### src/hdl/irot_pkg.sv
// Shared types and constants for the quarter-turn image rotator.
// Used by the controller, the datapath and the top level; no dependencies.
`timescale 1ns / 1ps

package irot_pkg;

	localparam int PIX_W       = 8;
	localparam int COORD_W     = 8;
	localparam int SIZE_W      = 9;
	localparam int ADDR_W      = 16;
	localparam int CFG_IDX_W   = 8;
	localparam int MAX_ROWS    = 256;
	localparam int MAX_COLS    = 256;
	localparam int STORE_DEPTH = MAX_ROWS * MAX_COLS;
	localparam int OUT_W       = PIX_W + 2 * COORD_W;

	// Register indexes on the configuration channel
	localparam logic [CFG_IDX_W-1:0] REG_IMAGE_ROWS = 8'd0;
	localparam logic [CFG_IDX_W-1:0] REG_IMAGE_COLS = 8'd1;
	localparam logic [CFG_IDX_W-1:0] REG_ANGLE_CODE = 8'd2;
	localparam logic [CFG_IDX_W-1:0] REG_CLOCKWISE  = 8'd3;

	// Item opcodes
	localparam logic OP_WRITE = 1'b0;
	localparam logic OP_READ  = 1'b1;

	// Angle codes
	localparam logic [1:0] ANG_0   = 2'd0;
	localparam logic [1:0] ANG_90  = 2'd1;
	localparam logic [1:0] ANG_180 = 2'd2;
	localparam logic [1:0] ANG_270 = 2'd3;

	// Net clockwise quarter turns
	localparam logic [1:0] TURN_0 = 2'd0;
	localparam logic [1:0] TURN_1 = 2'd1;
	localparam logic [1:0] TURN_2 = 2'd2;
	localparam logic [1:0] TURN_3 = 2'd3;

	typedef struct packed {
		logic wr;      // store the accepted pixel
		logic rd;      // register the read address and advance the read position
		logic mem_rd;  // read the frame store
		logic load;    // move the fetched pixel into the output register
	} irot_cmd_t;

	typedef struct packed {
		logic full;      // whole frame written
		logic out_free;  // output register empty or being emptied this cycle
	} irot_status_t;

endpackage

### src/hdl/irot_ctrl.sv
// Controller of the quarter-turn image rotator: item acceptance and read sequencing.
// Depends on irot_pkg for the command and status structs.
`timescale 1ns / 1ps

module irot_ctrl (
	input  logic                  clk,
	input  logic                  arst_n,
	input  logic                  s_tvalid,
	input  logic                  opcode,
	output logic                  s_tready,
	input  irot_pkg::irot_status_t status,
	output irot_pkg::irot_cmd_t   cmd
);
	import irot_pkg::*;

	localparam logic [1:0] ST_IDLE = 2'd0;
	localparam logic [1:0] ST_READ = 2'd1;
	localparam logic [1:0] ST_LOAD = 2'd2;

	logic [1:0] state_q;
	logic [1:0] state_d;
	logic       accept;

	assign s_tready = (state_q == ST_IDLE);
	assign accept   = s_tvalid && s_tready;

	always_comb begin
		cmd        = '0;
		cmd.wr     = accept && (opcode == OP_WRITE);
		cmd.rd     = accept && (opcode == OP_READ) && status.full;
		cmd.mem_rd = (state_q == ST_READ);
		cmd.load   = (state_q == ST_LOAD) && status.out_free;
	end

	always_comb begin
		state_d = state_q;
		case (state_q)
			ST_IDLE: begin
				if (cmd.rd) begin
					state_d = ST_READ;
				end
			end
			ST_READ: state_d = ST_LOAD;
			ST_LOAD: begin
				// hold until the output register can take the pixel
				if (status.out_free) begin
					state_d = ST_IDLE;
				end
			end
			default: state_d = ST_IDLE;
		endcase
	end

	always_ff @(posedge clk or negedge arst_n) begin
		if (!arst_n) begin
			state_q <= ST_IDLE;
		end else begin
			state_q <= state_d;
		end
	end

endmodule

### config.mk
export PLATFORM = sky130hd
export DESIGN_NAME = irot_ctrl
export DESIGN_NICKNAME = d
export VERILOG_FILES = /design/src/hdl/irot_pkg.sv /design/src/hdl/irot_ctrl.sv
export SDC_FILE = /design/constraint.sdc
export NUM_CORES = 1
export LEC_CHECK = 0
export BUFFER_PORTS_ARGS = -buffer_cell sky130_fd_sc_hd__buf_2
export CAP_MARGIN = 20
export CELL_PAD_IN_SITES_DETAIL_PLACEMENT = 2
export CELL_PAD_IN_SITES_GLOBAL_PLACEMENT = 2
export CORE_AREA = 2 2 39 41
export DETAILED_ROUTE_END_ITERATION = 6
export DIE_AREA = 0 0 41 43
export PLACE_DENSITY = 0.4
export SYNTH_ARGS = -nofsm -noshare
export SYNTH_HDL_FRONTEND = slang
export SYNTH_SLANG_ARGS = --single-unit
### constraint.sdc
create_clock -name clk -period 1.3 [get_ports clk]
set_input_delay 0.26 -clock clk [delete_from_list [all_inputs] [get_ports clk]]
set_output_delay 0.26 -clock clk [all_outputs]
set_load 0.005 [all_outputs]
==> results of run 1 <==
## cells in the mapped netlist, drive strengths merged
library cell / count
nor3b: 1
dfrtp: 2
nor2: 1
and4: 2
nor2b: 1
nor4b: 1
and3b: 1
or2: 1
## power groups by stage
stage | Combinational, mW | Sequential [mW] | Clock [mW]
6_report | 0.0590 | 0.0763 | 0.134
3_3_place_gp | 0.0357 | 0.0745 | 0
3_5_place_dp | 0.0374 | 0.0758 | 0
5_1_grt | 0.0643 | 0.0773 | 0.153
4_1_cts | 0.0541 | 0.0746 | 0.146
2_1_floorplan | 0.0166 | 0.0733 | 0
## layer usage
layer	vias to the layer above	wire length, um	GRT usage
li1	75	-	-
met5	-	0	0
met4	0	0	0.0600
met3	0	53	0.0471
met1	71	180	0.0575
met2	11	223	0.103
## stage by stage
| stage | cells | power (mW) | worst slack, ns | hold WS [ns] | area [um^2] |
|---|---|---|---|---|---|
| final | 44 | 0.270 | -0.0151 | 0.346 | 278 |
| after floorplan | 10 | 0.0898 | 0.262 | -0.0356 | 125 |
| after CTS | 43 | 0.274 | -0.0229 | 0.339 | 259 |
| after global placement | 36 | 0.110 | 0.156 | 0.0453 | 195 |
| after detailed placement | 36 | 0.113 | 0.138 | 0.0503 | 195 |
| after global routing | 44 | 0.294 | -0.0635 | 0.341 | 278 |
## repair_timing
item                                    4_1_cts  5_1_grt
hold buffers                                  1        0
pin swaps                                     3        0
gates resized for setup                       3        2
hold endpoints to repair                      2        0
setup buffers                                 3        1
endpoints found under the setup margin        3        5
## worst reg2reg max path: stages (launching register included)
cell and delay [ns]:
dfrtp_2 0.44, buf_4 0.15, nor2b_4 0.12, or2_1 0.22
## how the worst max path moves through the flow
stage,cells after the start,end,slack (ns)
finish,3,cmd[2],-0.02
global route,3,cmd[2],-0.06
detailed placement,2,cmd[3],0.14
global placement,2,cmd[3],0.16
CTS,3,cmd[2],-0.02
floorplan,2,cmd[2],0.26
## area by class of cell
class | count | area [um^2] | area share
Tap cell | 16 | 20.0 | 0.0721
Clock buffer | 3 | 22.5 | 0.0811
Multi-Input combinational cell | 8 | 86.3 | 0.311
Timing Repair Buffer | 15 | 96.3 | 0.347
Sequential cell | 2 | 52.6 | 0.189
## logic make-up after synthesis
| logic type | after synthesis | share of synthesized area |
|---|---|---|
| DFF | 2 | 0.400 |
| and+or+nand+nor | 8 | 0.600 |
==> impl_metrics.tcl, run 1 <==
set metrics [dict create \
    outcome "complete, but fails checks" \
    violations "negative setup slack" \
    synth_top_area_cell "dfrtp_1" \
    grt_overflow_total 0 \
    die_h_um 43 \
    syn_area_um2 125 \
    final_cell_mix "buf_2 (9), buf_4 (4), clkbuf_4 (3)" \
    cts_buffers 3 \
    cts_root_buf "clkbuf_4" \
    pwr-share-seq 0.283 \
    timing.rr.end "state_q[1]" \
    fin_util 0.201 \
    swShare 0.230 \
    io_buffer_count 10 \
    pwr-share-clk 0.499 \
    synthesis.nets 16 \
    crit_path_max_fanout 5 \
    end_kind "output port" \
    cts.sinks 2 \
    timing.critical_path.buf_inv 1 \
    synth_area_leaders "dfrtp_1 (40%), and4_1 (14%), nor2b_4 (11%)" \
    clock_skew_ns 0.00171 \
    grt_setup_unrepaired "yes" \
    vias 157 \
    min_path_cells 2 \
    routed_via_density 3.57 \
    fmax_mhz 760 \
    first_pass_iters 1 \
    grt_use_total 0.0691 \
    worstPathArrival_ns 1.06 \
    start_util 0.0904 \
    die_w_um 41 \
    drc 0 \
    grt_pass1_vias 182 \
    top_regs "state_q (2)" \
    critical-path-max-stage-delay_ns 0.44 \
    place_hpwl_um 334 \
    post-route-min-period_ns 1.32 \
    drive_gt1_frac 0.857 \
    largest-register "state_q" \
    final_nets 36 \
    cts_tree "yes" \
    drt-total-wl_um 457 \
    crit_path_top_delay_cell "dfrtp_2" \
    avgSynthCellArea_um2 12.5 \
    crit_required_ns 1.04 \
    grt_max_degree 6 \
    postRouteAntennaNets 0 \
    finalSetupViolations 3 \
    critPathKind "flip-flop to output port" \
    final_common_cell "buf_2" \
    core-area_um2 1380 \
    ff2ff_path_depth 3 \
    p_comb_frac 0.219 \
    cap_viol_max_count 0 \
    antenna_cells 0 \
    relSlewSlack 0.884 \
    hold_viol 0 \
    worstPathCellList "nor2_4 -> and4_1 -> buf_2" \
    seq_area_frac_synth 0.400 \
    fin_setup_tns_ns -0.0214 \
    slew_viol_final 0 \
    hp-start "opcode" \
    num_rows 14 \
    min_period_over_period 1.01 \
    worstSetupStartpoint "state_q[0]" \
    ir_drop_mv 0.185 \
    largest_reg_flops 2 \
    synthCells 10 \
    path_clk_slew_ns 0.03 \
    synth_top_area_share 0.400 \
    worstMarginPinSlew_ns 0.174 \
    cp-start-kind "flip-flop" \
    hold_path_end "state_q[0]" \
    drt-initial-drc-count 0 \
    h-tree-depth 1 \
    dieArea_um2 1760 \
    grt_pass1_wl_um 731 \
    antenna_found_initial 0 \
    yosys_register_bits 2 \
    fill_cells 161 \
    internal_power_mw 0.208 \
    gp_congestion 0.533 \
    p_switching_mw 0.0619 \
    syn2layout_area_growth_pct 122 \
    leakage_nw 0.139 \
    wl_per_cell_um 10.4 \
    r2r_start "state_q[0]" \
    clock_latency_ns 0.22 \
    max-clock-path-buffers 2 \
    pin_count 11 \
    path_delay_family "flip-flops" \
    hold_path.class "primary input to flip-flop" \
    powerDensity_nw_per_um2 971 \
    r2r_setup_slack_ns 0.25 \
    ys_types 8 \
    ys_warn_count 0 \
    worst_slack_ns -0.0151 \
]
No activity file was read; power rests on OpenSTA's default activity.
==> inputs of run 2 (changes only) <==
clock period = 1.7 ns   (was 1.3 ns; I/O delays follow)
==> run 2 against run 1 <==
  * The run now ends clean
  * Combinational power decreased by 50%
  * Setup slack improved by 0.25 ns
  * Die area unchanged
  * Non-clock buffer count decreased by 4
==> impl_metrics.tcl, run 2 (synthesized netlist as in run 1, its figures left out) <==
set metrics [dict create \
    outcome "finished, final reports clean" \
    placed_cells 36 \
    num_rows 14 \
    drc 0 \
    fill_cells 165 \
    start_util 0.0904 \
    postRouteAntennaNets 0 \
    hold_path.class "primary input to flip-flop" \
    worstPathArrival_ns 1.13 \
    internal_power_mw 0.147 \
    min_path_cells 2 \
    wl_per_cell_um 10.1 \
    core-area_um2 1380 \
    drt-initial-drc-count 0 \
    cts_tree "yes" \
    h-tree-depth 1 \
    r2r_start "state_q[1]" \
    grt_pass1_wl_um 676 \
    hp-start "opcode" \
    hold_viol 0 \
    clock_latency_ns 0.22 \
    swShare 0.227 \
    gp_congestion 0.533 \
    timing.rr.end "state_q[1]" \
    end_kind "output port" \
    final_cells 40 \
    antenna_cells 0 \
    drt-total-wl_um 404 \
    post-route-min-period_ns 1.47 \
    path_clk_slew_ns 0.03 \
    critPathKind "flip-flop to output port" \
    finalSetupViolations 0 \
    powerDensity_nw_per_um2 837 \
    critical-path-max-stage-delay_ns 0.45 \
    die_w_um 41 \
    routed_via_density 3.60 \
    largest_reg_flops 2 \
    max-clock-path-buffers 2 \
    die_h_um 43 \
    final_cell_mix "buf_2 (10), clkbuf_4 (3), and4_1 (2), dfrtp_1 (2)" \
    min_period_over_period 0.864 \
    fin_hold_ws_ns 0.421 \
    place_hpwl_um 334 \
    clock_skew_ns 0.00107 \
    fin_setup_tns_ns 0 \
    crit_path_top_delay_cell "dfrtp_1" \
    hold_path_end "state_q[0]" \
    ff2ff_path_depth 2 \
    grt_setup_unrepaired "no" \
    grt_overflow_total 0 \
    drive_gt1_frac 0.708 \
    relSlewSlack 0.836 \
    ir_drop_mv 0.133 \
    crit_path_max_fanout 5 \
    first_pass_iters 1 \
    slew_viol_final 0 \
    cap_viol_max_count 0 \
    vias 144 \
    worstMarginPinSlew_ns 0.245 \
    pwr-share-seq 0.302 \
    antenna_found_initial 0 \
    top_regs "state_q (2)" \
    cts.sinks 2 \
    p_switching_mw 0.0432 \
    largest-register "state_q" \
    r2r_setup_slack_ns 0.74 \
    grt_use_total 0.0641 \
    pin_count 11 \
    cts_buffers 3 \
    dieArea_um2 1760 \
    leakage_nw 0.117 \
    cp-start-kind "flip-flop" \
    pwr-share-clk 0.542 \
    final_common_cell "buf_2" \
    p_comb_frac 0.156 \
    crit_required_ns 1.36 \
    p_total_mw 0.191 \
    io_buffer_count 10 \
    fmax_mhz 681 \
    worstPathCellList "nor2_2 -> and4_1 -> buf_2" \
    final_nets 32 \
    syn2layout_area_growth_pct 82.0 \
    grt_pass1_vias 163 \
    cts_root_buf "clkbuf_4" \
    grt_max_degree 6 \
]
[run 2: cell types whose count changed in the layout (fill, tap and decap cells not counted), sizes merged]
cell	before	now
buf	14	10
[run 2: worst max-delay path by stage]
stage / endpoint / cells past startpoint / slack, ns / startpoint
5_1_grt: cmd[3] / 2 / 0.14 / state_q[1]
3_3_place_gp: cmd[3] / 2 / 0.48 / state_q[1]
6_report: cmd[2] / 3 / 0.23 / state_q[1]
4_1_cts: cmd[3] / 2 / 0.20 / state_q[1]
3_5_place_dp: cmd[3] / 2 / 0.46 / state_q[1]
2_1_floorplan: cmd[2] / 2 / 0.58 / state_q[1]
[run 2: layer usage]
layer | up-vias | wire length [um] | GRT usage
met2 | 11 | 174 | 0.0875
met4 | 0 | 0 | 0.0600
li1 | 68 | - | -
met1 | 65 | 172 | 0.0575
met5 | - | 0 | 0
met3 | 0 | 57 | 0.0471
[run 2: area by class of cell]
type	instances	area, um^2	area share
multi-input combinational	8	75.1	0.330
tap	16	20.0	0.0879
timing repair buffer	11	60.1	0.264
clock buffer	3	22.5	0.0989
sequential	2	50.0	0.220
[run 2: through the flow]
stage / cell area [um^2] / setup slack, ns / utilization
2_1_floorplan: 125 / 0.582 / -
3_3_place_gp: 195 / 0.476 / 0.141
3_5_place_dp: 195 / 0.458 / 0.141
4_1_cts: 228 / 0.200 / 0.165
5_1_grt: 228 / 0.143 / 0.165
6_report: 228 / 0.232 / 0.165
[run 2: what timing repair did]
item,4_1_cts,5_1_grt
endpoints found under the hold margin,2,0
resized for setup,0,0
setup buffers,0,0
hold buffers,1,0
[run 2: power by group through the flow]
stage / Sequential, mW / Clock [mW] / Combinational, mW
floorplan: 0.0560 / 0 / 0.0127
global placement: 0.0570 / 0 / 0.0273
detailed placement: 0.0579 / 0 / 0.0286
CTS: 0.0575 / 0.111 / 0.0305
global route: 0.0581 / 0.117 / 0.0334
finish: 0.0575 / 0.103 / 0.0297
[run 2: worst max-delay path: cells and delay by family, from the launching register on]
family        cells  cell delay, ns
simple gates      2            0.35
flops             1            0.45
buf+inv           1            0.11
==> inputs of run 3 (changes only) <==
CELL_PAD_IN_SITES_DETAIL_PLACEMENT = 0   (was 2)
==> run 3 against run 2 <==
  * Sequential power is 1% lower
  * First-iteration DRC count is 2 higher
  * Wire length is 22% lower
  * Utilization stayed put
  * Clock power hardly changed
  * Sequential share of layout area stayed put
==> impl_metrics.tcl, run 3 (synthesized netlist as in run 1, its figures left out) <==
set metrics [dict create \
    outcome "finished, final reports clean" \
    cts_buffers 3 \
    place_hpwl_um 261 \
    min_path_cells 2 \
    finalSetupViolations 0 \
    cap_viol_max_count 0 \
    fill_cells 159 \
    dieArea_um2 1760 \
    antenna_found_initial 0 \
    fin_setup_tns_ns 0 \
    cts_tree "yes" \
    gp_congestion 0.533 \
    p_comb_frac 0.158 \
    grt_use_total 0.0501 \
    timing.rr.end "state_q[1]" \
    leakage_nw 0.117 \
    drive_gt1_frac 0.708 \
    largest_reg_flops 2 \
    stdcell_area_um2 228 \
    worstMarginPinSlew_ns 0.215 \
    die_w_um 41 \
    grt_overflow_total 0 \
    grt_max_degree 6 \
    pwr-share-seq 0.302 \
    fmax_mhz 686 \
    swShare 0.217 \
    crit_path_max_fanout 5 \
    top_regs "state_q (2)" \
    max-clock-path-buffers 2 \
    cts_root_buf "clkbuf_4" \
    ir_drop_mv 0.176 \
    drt-total-wl_um 314 \
    vias 138 \
    relSlewSlack 0.855 \
    first_pass_iters 2 \
    antenna_cells 0 \
    cp-start-kind "flip-flop" \
    p_switching_mw 0.0409 \
    hold_path_end "state_q[0]" \
    pin_count 11 \
    drt-initial-drc-count 2 \
    path_clk_slew_ns 0.03 \
    r2r_setup_slack_ns 0.76 \
    syn2layout_area_growth_pct 82.0 \
    hold_path.class "primary input to flip-flop" \
    final_nets 32 \
    critPathKind "flip-flop to output port" \
    die_h_um 43 \
    start_util 0.0904 \
    min_period_over_period 0.858 \
    io_buffer_count 10 \
    num_rows 14 \
    core-area_um2 1380 \
    largest-register "state_q" \
    powerDensity_nw_per_um2 826 \
    placed_area_um2 195 \
    ff2ff_path_depth 2 \
    clock_latency_ns 0.22 \
    cts.sinks 2 \
    ctsResizeCount 0 \
    internal_power_mw 0.147 \
    postRouteAntennaNets 0 \
    final_cell_mix "buf_2 (10), clkbuf_4 (3), and4_1 (2), dfrtp_1 (2)" \
    wl_per_cell_um 7.85 \
    slew_viol_final 0 \
    routed_via_density 3.45 \
    final_common_cell "buf_2" \
    h-tree-depth 1 \
    clock_skew_ns 0.00267 \
    worstPathArrival_ns 1.12 \
    p_total_mw 0.188 \
    hold_viol 0 \
    grt_pass1_wl_um 531 \
    grt_setup_unrepaired "no" \
    pwr-share-clk 0.541 \
    grt_pass1_vias 133 \
    drc 0 \
    end_kind "output port" \
    post-route-min-period_ns 1.46 \
    crit_required_ns 1.36 \
    r2r_start "state_q[1]" \
    hp-start "opcode" \
]
==> run 3: cell counts in the layout (fill, tap and decap cells not counted) <==
Identical to the previous run, type by type.
==> run 3: worst max-delay path, cell delays in order, from the launching register on <==
cell,delay (ns)
dfrtp_1,0.44
nor2_2,0.16
and4_1,0.19
buf_2,0.10
==> run 3: how the worst max path moves through the flow <==
stage,startpoint,to,slack [ns]
floorplan,state_q[1],cmd[2],0.58
global placement,state_q[1],cmd[3],0.48
detailed placement,state_q[1],cmd[3],0.48
CTS,state_q[1],cmd[3],0.22
global route,state_q[1],cmd[2],0.18
finish,state_q[1],cmd[2],0.24
==> run 3: what timing repair did <==
action | in CTS | in global routing
setup buffers | 0 | 0
endpoints found under the hold margin | 2 | 0
hold buffers | 1 | 0
==> run 3: cell type report <==
| cell class | instances | area, um^2 | share of cell area |
|---|---|---|---|
| Multi-Input combinational cell | 8 | 75.1 | 0.330 |
| Clock buffer | 3 | 22.5 | 0.0989 |
| Timing Repair Buffer | 11 | 60.1 | 0.264 |
| Sequential cell | 2 | 50.0 | 0.220 |
| Tap cell | 16 | 20.0 | 0.0879 |
==> run 3: layer usage <==
metal | track usage | vias to the layer above | share of wire
li1 | - | 68 | -
met1 | 0.0607 | 59 | 0.53
met2 | 0.0500 | 11 | 0.29
met3 | 0.0471 | 0 | 0.18
met4 | 0.0400 | 0 | 0
met5 | 0 | - | 0
==> run 3: metrics by stage <==
| stage | instances | hold slack (ns) | utilization | worst slack (ns) |
|---|---|---|---|---|
| finish | 40 | 0.419 | 0.165 | 0.242 |
| floorplan | 10 | 0.0444 | - | 0.582 |
| detailed placement | 36 | 0.128 | 0.141 | 0.476 |
| global route | 40 | 0.424 | 0.165 | 0.175 |
| global placement | 36 | 0.125 | 0.141 | 0.476 |
| CTS | 40 | 0.410 | 0.165 | 0.224 |
==> run 3: power groups by stage <==
stage	registers [mW]	logic (mW)	clock network, mW
floorplan	0.0560	0.0127	0
finish	0.0567	0.0297	0.102
CTS	0.0568	0.0302	0.109
detailed placement	0.0573	0.0283	0
global route	0.0572	0.0334	0.113
global placement	0.0570	0.0273	0
